[src/hw/rtl/ffha_pkg.sv]
// ---------------------------------------------------------------------------
// ffha_pkg: shared types and codes of the first-fit heap allocator
// Command and status bundles between the controller and the datapath, and
// the result status codes.
// ---------------------------------------------------------------------------
package ffha_pkg;

  localparam logic [1:0] ST_OK       = 2'd0;
  localparam logic [1:0] ST_NO_SPACE = 2'd1;
  localparam logic [1:0] ST_FULL     = 2'd2;
  localparam logic [1:0] ST_BAD_ADDR = 2'd3;

  localparam logic OP_ALLOC = 1'b0;
  localparam logic OP_FREE  = 1'b1;

  typedef struct packed {
    logic load;
    logic step;
    logic prev_eval;
    logic alloc_apply;
    logic free_apply;
    logic res_nospace;
    logic res_full;
    logic out_load;
  } ffha_cmd_t;

  typedef struct packed {
    logic in_alloc;
    logic in_skip;
    logic at_end;
    logic hdr_gt;
    logic fits;
    logic padj;
    logic nadj;
    logic full;
  } ffha_stat_t;

endpackage

[src/hw/rtl/ffha_ctrl.sv]
// ---------------------------------------------------------------------------
// ffha_ctrl: sequencing state machine of the allocator
// Walks the free table one entry per cycle and issues datapath commands.
// ---------------------------------------------------------------------------
module ffha_ctrl (
  input  logic               clk,
  input  logic               rst_n,
  input  logic               in_valid,
  output logic               in_ready,
  input  logic               out_valid,
  input  logic               out_ready,
  input  ffha_pkg::ffha_stat_t stat,
  output ffha_pkg::ffha_cmd_t  cmd
);
  import ffha_pkg::*;

  localparam logic [2:0] S_IDLE   = 3'd0;
  localparam logic [2:0] S_AFIT   = 3'd1;
  localparam logic [2:0] S_FSCAN  = 3'd2;
  localparam logic [2:0] S_FPREV  = 3'd3;
  localparam logic [2:0] S_FAPPLY = 3'd4;
  localparam logic [2:0] S_DONE   = 3'd5;

  logic [2:0] state_r, state_nxt;

  assign in_ready = (state_r == S_IDLE);

  always_comb begin
    cmd       = '0;
    state_nxt = state_r;
    unique case (state_r)
      S_IDLE: begin
        if (in_valid) begin
          cmd.load = 1'b1;
          if (stat.in_alloc) state_nxt = S_AFIT;
          else if (stat.in_skip) state_nxt = S_DONE;
          else state_nxt = S_FSCAN;
        end
      end
      S_AFIT: begin
        priority if (stat.at_end) begin
          cmd.res_nospace = 1'b1;
          state_nxt       = S_DONE;
        end else if (stat.fits) begin
          cmd.alloc_apply = 1'b1;
          state_nxt       = S_DONE;
        end else begin
          cmd.step = 1'b1;
        end
      end
      S_FSCAN: begin
        if (!stat.at_end && stat.hdr_gt) cmd.step = 1'b1;
        else state_nxt = S_FPREV;
      end
      S_FPREV: begin
        cmd.prev_eval = 1'b1;
        state_nxt     = S_FAPPLY;
      end
      S_FAPPLY: begin
        if (!stat.padj && !stat.nadj && stat.full) cmd.res_full = 1'b1;
        else cmd.free_apply = 1'b1;
        state_nxt = S_DONE;
      end
      S_DONE: begin
        if (!out_valid || out_ready) begin
          cmd.out_load = 1'b1;
          state_nxt    = S_IDLE;
        end
      end
      default: state_nxt = S_IDLE;
    endcase
  end

  always_ff @(posedge clk) begin
    if (!rst_n) state_r <= S_IDLE;
    else state_r <= state_nxt;
  end

endmodule

[config.mk]
export PLATFORM = sky130hd
export DESIGN_NAME = ffha_ctrl
export DESIGN_NICKNAME = d
export VERILOG_FILES = /design/src/hw/rtl/ffha_pkg.sv /design/src/hw/rtl/ffha_ctrl.sv
export SDC_FILE = /design/constraint.sdc
export NUM_CORES = 1
export LEC_CHECK = 0
export ABC_AREA = 1
export CORE_AREA = 4 4 41 43
export DETAILED_ROUTE_END_ITERATION = 7
export DIE_AREA = 0 0 45 47
export DONT_BUFFER_PORTS = 1
export PLACE_DENSITY_LB_ADDON = 0.08
export SLEW_MARGIN = 20
export SYNTH_ARGS = -nofsm -noshare
export SYNTH_HDL_FRONTEND = slang
export SYNTH_SLANG_ARGS = --single-unit
[constraint.sdc]
create_clock -name clk -period 1.2 [get_ports clk]
set_clock_uncertainty 0.05 [all_clocks]
set_input_delay 0.3 -clock clk [delete_from_list [all_inputs] [get_ports clk]]
set_output_delay 0.3 -clock clk [all_outputs]
set_load 0.01 [all_outputs]
==> qor.log <==
[clock_network] source-to-sink clock delay at the later pin of the worst-skew pair 0.22 ns
[cells_and_area] final instance area 611 um2
[clock_network] clock transition at the registers of the reported paths 0.03 ns
[cells_and_area] # nets final 97
[outcome] violated checks setup timing
[logic_synthesis] Yosys reg bits 3
[drt] Routed WL per cell 10.0 um
[cells_and_area] share of cells above drive strength 1 55.4%
[logic_synthesis] cell count after synthesis 69
[cells_and_area] Filler Cells Inserted 150
[worst_setup_path] setup slack on the worst flop-to-flop path -0.05 ns
[cells_and_area] layout-stage area growth over the synthesis result 64.3%
[min_path] min-delay src rst_n
[cells_and_area] area of combinational cells with multiple inputs 345 um2
[worst_setup_path] Worst Setup Start Kind register
[clock_network] TritonCTS clock tree done
[timing] final critical delay including setup and external delays 1.37 ns
[place] placed standard-cell area 417 um2
[logic_synthesis] Area contributors post-synth sky130_fd_sc_hd__nand2_1 (17%), sky130_fd_sc_hd__dfxtp_1 (16%), sky130_fd_sc_hd__nor2_1 (13%)
[grt] via count of the first global-routing pass 398
[timing] unrepaired setup endpoints after global routing yes
[clock_network] maximum count of clock buffers along a single path 2
[cells_and_area] leading cell types in the layout, fill and taps excluded sky130_fd_sc_hd__nand2_1 (14), sky130_fd_sc_hd__inv_1 (9), sky130_fd_sc_hd__buf_4 (9), sky130_fd_sc_hd__nor2_2 (7), sky130_fd_sc_hd__nor2_1 (7)
[pwr] pwr/cell area 2660 nW/um2
[place] worst setup slack before clock tree synthesis -0.104 ns
[grt] wire length of the first global-routing pass 1520 um
[timing] maximum clock frequency 732 MHz
[cells_and_area] flip-flop count of the largest register after layout 3
[timing] final hold violations 0
[drt] DRT antenna net count 0
[floorplan] count of pins on the block boundary 22
[job] count of max-cap constraint violations 0
[worst_setup_path] RR Startpoint state_r[1]
[logic_synthesis] number of distinct library cells after synthesis 16
[pwr] largest voltage drop on the vdd net 1.01 mV
[min_path] worst hold path depth 2
[worst_setup_path] worst reg-to-reg path cell count 8
[logic_synthesis] post-synthesis cell area 372 um2
[logic_synthesis] count of synthesis-stage warnings from yosys 0
[cells_and_area] Top Registers state_r x3
[drt] vias per cell 4.50
[min_path] classification of the worst-slack hold path in2reg
[cells_and_area] antenna diode count 0
[floorplan] row count 13
[drt] DRC errors left 0
[pwr] standby leakage power 0.303 nW
[clock_network] clock sinks 3
[floorplan] Initial Util 28.6%
[floorplan] Die Width 45 um
[logic_synthesis] proportion of netlist area held by the largest area contributor 17.2%
[timing] slew margin rel. 80.9%
[worst_setup_path] terminus of the critical flop-to-flop path state_r[0]
[place] detailed-placement wirelength estimate 776 um
[worst_setup_path] slowest stage cell, crit path sky130_fd_sc_hd__dfxtp_4
[logic_synthesis] Mean Syn Cell Area 5.39 um2
[logic_synthesis] post-synthesis sequential area ratio 16.2%
[clock_network] clk root buf sky130_fd_sc_hd__clkbuf_4
[clock_network] number of buffers created by CTS 3
[place] port buffer count 0
[grt] pin count of the biggest net entering global routing 9
[cells_and_area] Register Area 71.3 um2
[logic_synthesis] total nets after synthesis 82
[min_path] end of the worst hold path state_r[1]
[drt] total wire length 984 um
[timing] minimum setup slack in the final design -0.166 ns
[floorplan] Die ar. 2120 um2
[cells_and_area] most flop-heavy register state_r
[worst_setup_path] Cell Chain, Critical Path buf_6 > nor3_4 > buf_6
[place] RD Place Congestion 0.725
[timing] final slew viol count 0
[worst_setup_path] Crit Path Category reg2out
[drt] detailed router's first-iteration violation count 9
[timing] final setup violation count 12
[grt] grt ovf 0
[worst_setup_path] data arrival time at the worst-slack endpoint 1.02 ns
[worst_setup_path] required time worst endpoint 0.85 ns
[clock_network] CTS HTree Levels 1
[worst_setup_path] delay contributed by the slowest stage of the critical path 0.37 ns
[worst_setup_path] Max FO, Critical Path 6
[grt] global-route usage over all layers 9.70%
[timing] slew at the pin closest to its max-slew limit 0.285 ns
[grt] number of antenna violations at the first check in global routing 0
[drt] Vias 441
[drt] number of optimization iterations in the first detailed-route pass 2
[worst_setup_path] Most Frequent Cell on Critical Path sky130_fd_sc_hd__buf_6
[cells_and_area] most frequent standard cell in the layout excluding fill and tap cells sky130_fd_sc_hd__nand2_1
[cells_and_area] post-layout utilization of the core 46.9%
[worst_setup_path] Critical Path End Type output pin
[floorplan] Core Footprint 1300 um2
[logic_synthesis] post-synth top area cell sky130_fd_sc_hd__nand2_1
[outcome] status finished, violations left
[timing] post-route clock period utilization 114%
[floorplan] Die Span Y 47 um
worst max-delay path, delay by kind of cell, from the launching register on:
kind,cells,cell delay (ns)
AND/OR/NAND/NOR,1,0.17
buffers and inverters,2,0.25
flip-flops,1,0.37
final cells by class:
cell class,instances,area share [%]
multi-input cells,52,56.6
repair buffers,12,16.6
flip-flops and latches,3,11.7
inverters,12,7.79
clock buffers,4,4.30
well taps,15,3.07
cell families (layout without fill, tap and decap cells):
logic type / count (synthesis) / count (layout) / synth area share (%)
AND/OR/NAND/NOR: 49 / 49 / 62.3
buffers and inverters: 14 / 28 / 17.2
AO/OA/AOI/OAI: 3 / 3 / 4.38
flip-flops: 3 / 3 / 16.2
worst max-delay path by stage:
| stage | endpoint | startpoint | cells after the start | slack, ns |
|---|---|---|---|---|
| after floorplan | cmd[3] | state_r[1] | 4 | 0.005 |
| after global placement | state_r[0] | state_r[1] | 7 | -0.11 |
| after detailed placement | state_r[0] | state_r[1] | 7 | -0.10 |
| after CTS | cmd[0] | state_r[1] | 3 | -0.17 |
| after global routing | cmd[0] | state_r[1] | 3 | -0.20 |
| final | cmd[0] | state_r[1] | 3 | -0.17 |
per-stage QoR:
step,instances,hold slack [ns],setup TNS (ns),power [mW]
after global routing,98,0.141,-1.77,1.76
final,98,0.142,-1.18,1.62
after floorplan,69,0.359,0,0.850
after CTS,94,0.122,-1.28,1.44
after detailed placement,88,0.368,-0.483,1.03
after global placement,88,0.369,-0.547,1.04
routing by layer:
metal / track usage (%) / vias to the layer above / share of wire, %
met5: 0 / - / 0
met4: 5.26 / 0 / 0
met3: 1.53 / 0 / 6.4
met2: 16.1 / 15 / 51
met1: 12.0 / 187 / 43
li1: - / 239 / -
where the power goes:
| part | switching, mW | internal, mW | total, mW |
|---|---|---|---|
| Sequential | 0.142 | 0.186 | 0.328 |
| Clock | 0.0443 | 0.124 | 0.168 |
| Combinational | 0.602 | 0.524 | 1.13 |
cell usage after synthesis:
library cell              instances
sky130_fd_sc_hd__nand2_2          3
sky130_fd_sc_hd__nand2_1         17
sky130_fd_sc_hd__a31oi_1          1
sky130_fd_sc_hd__a21oi_1          1
sky130_fd_sc_hd__buf_6            1
sky130_fd_sc_hd__buf_4            1
sky130_fd_sc_hd__nand3_1          4
sky130_fd_sc_hd__nor2_1          13
sky130_fd_sc_hd__nor3_1           2
sky130_fd_sc_hd__nand3_2          2
sky130_fd_sc_hd__o21ai_0          1
sky130_fd_sc_hd__nor2_2           6
sky130_fd_sc_hd__inv_2            3
sky130_fd_sc_hd__dfxtp_1          3
sky130_fd_sc_hd__inv_1            9
sky130_fd_sc_hd__nand4_1          2
repair_timing:
| action | in CTS | in global routing |
|---|---|---|
| gates resized for setup | 22 | 11 |
| hold buffers | 0 | 0 |
| endpoints found under the hold margin | 0 | 0 |
| setup endpoints to repair | 12 | 12 |
| pin swaps | 3 | 7 |
| buffers inserted | 2 | 4 |
No activity file was read; power rests on OpenSTA's default activity.
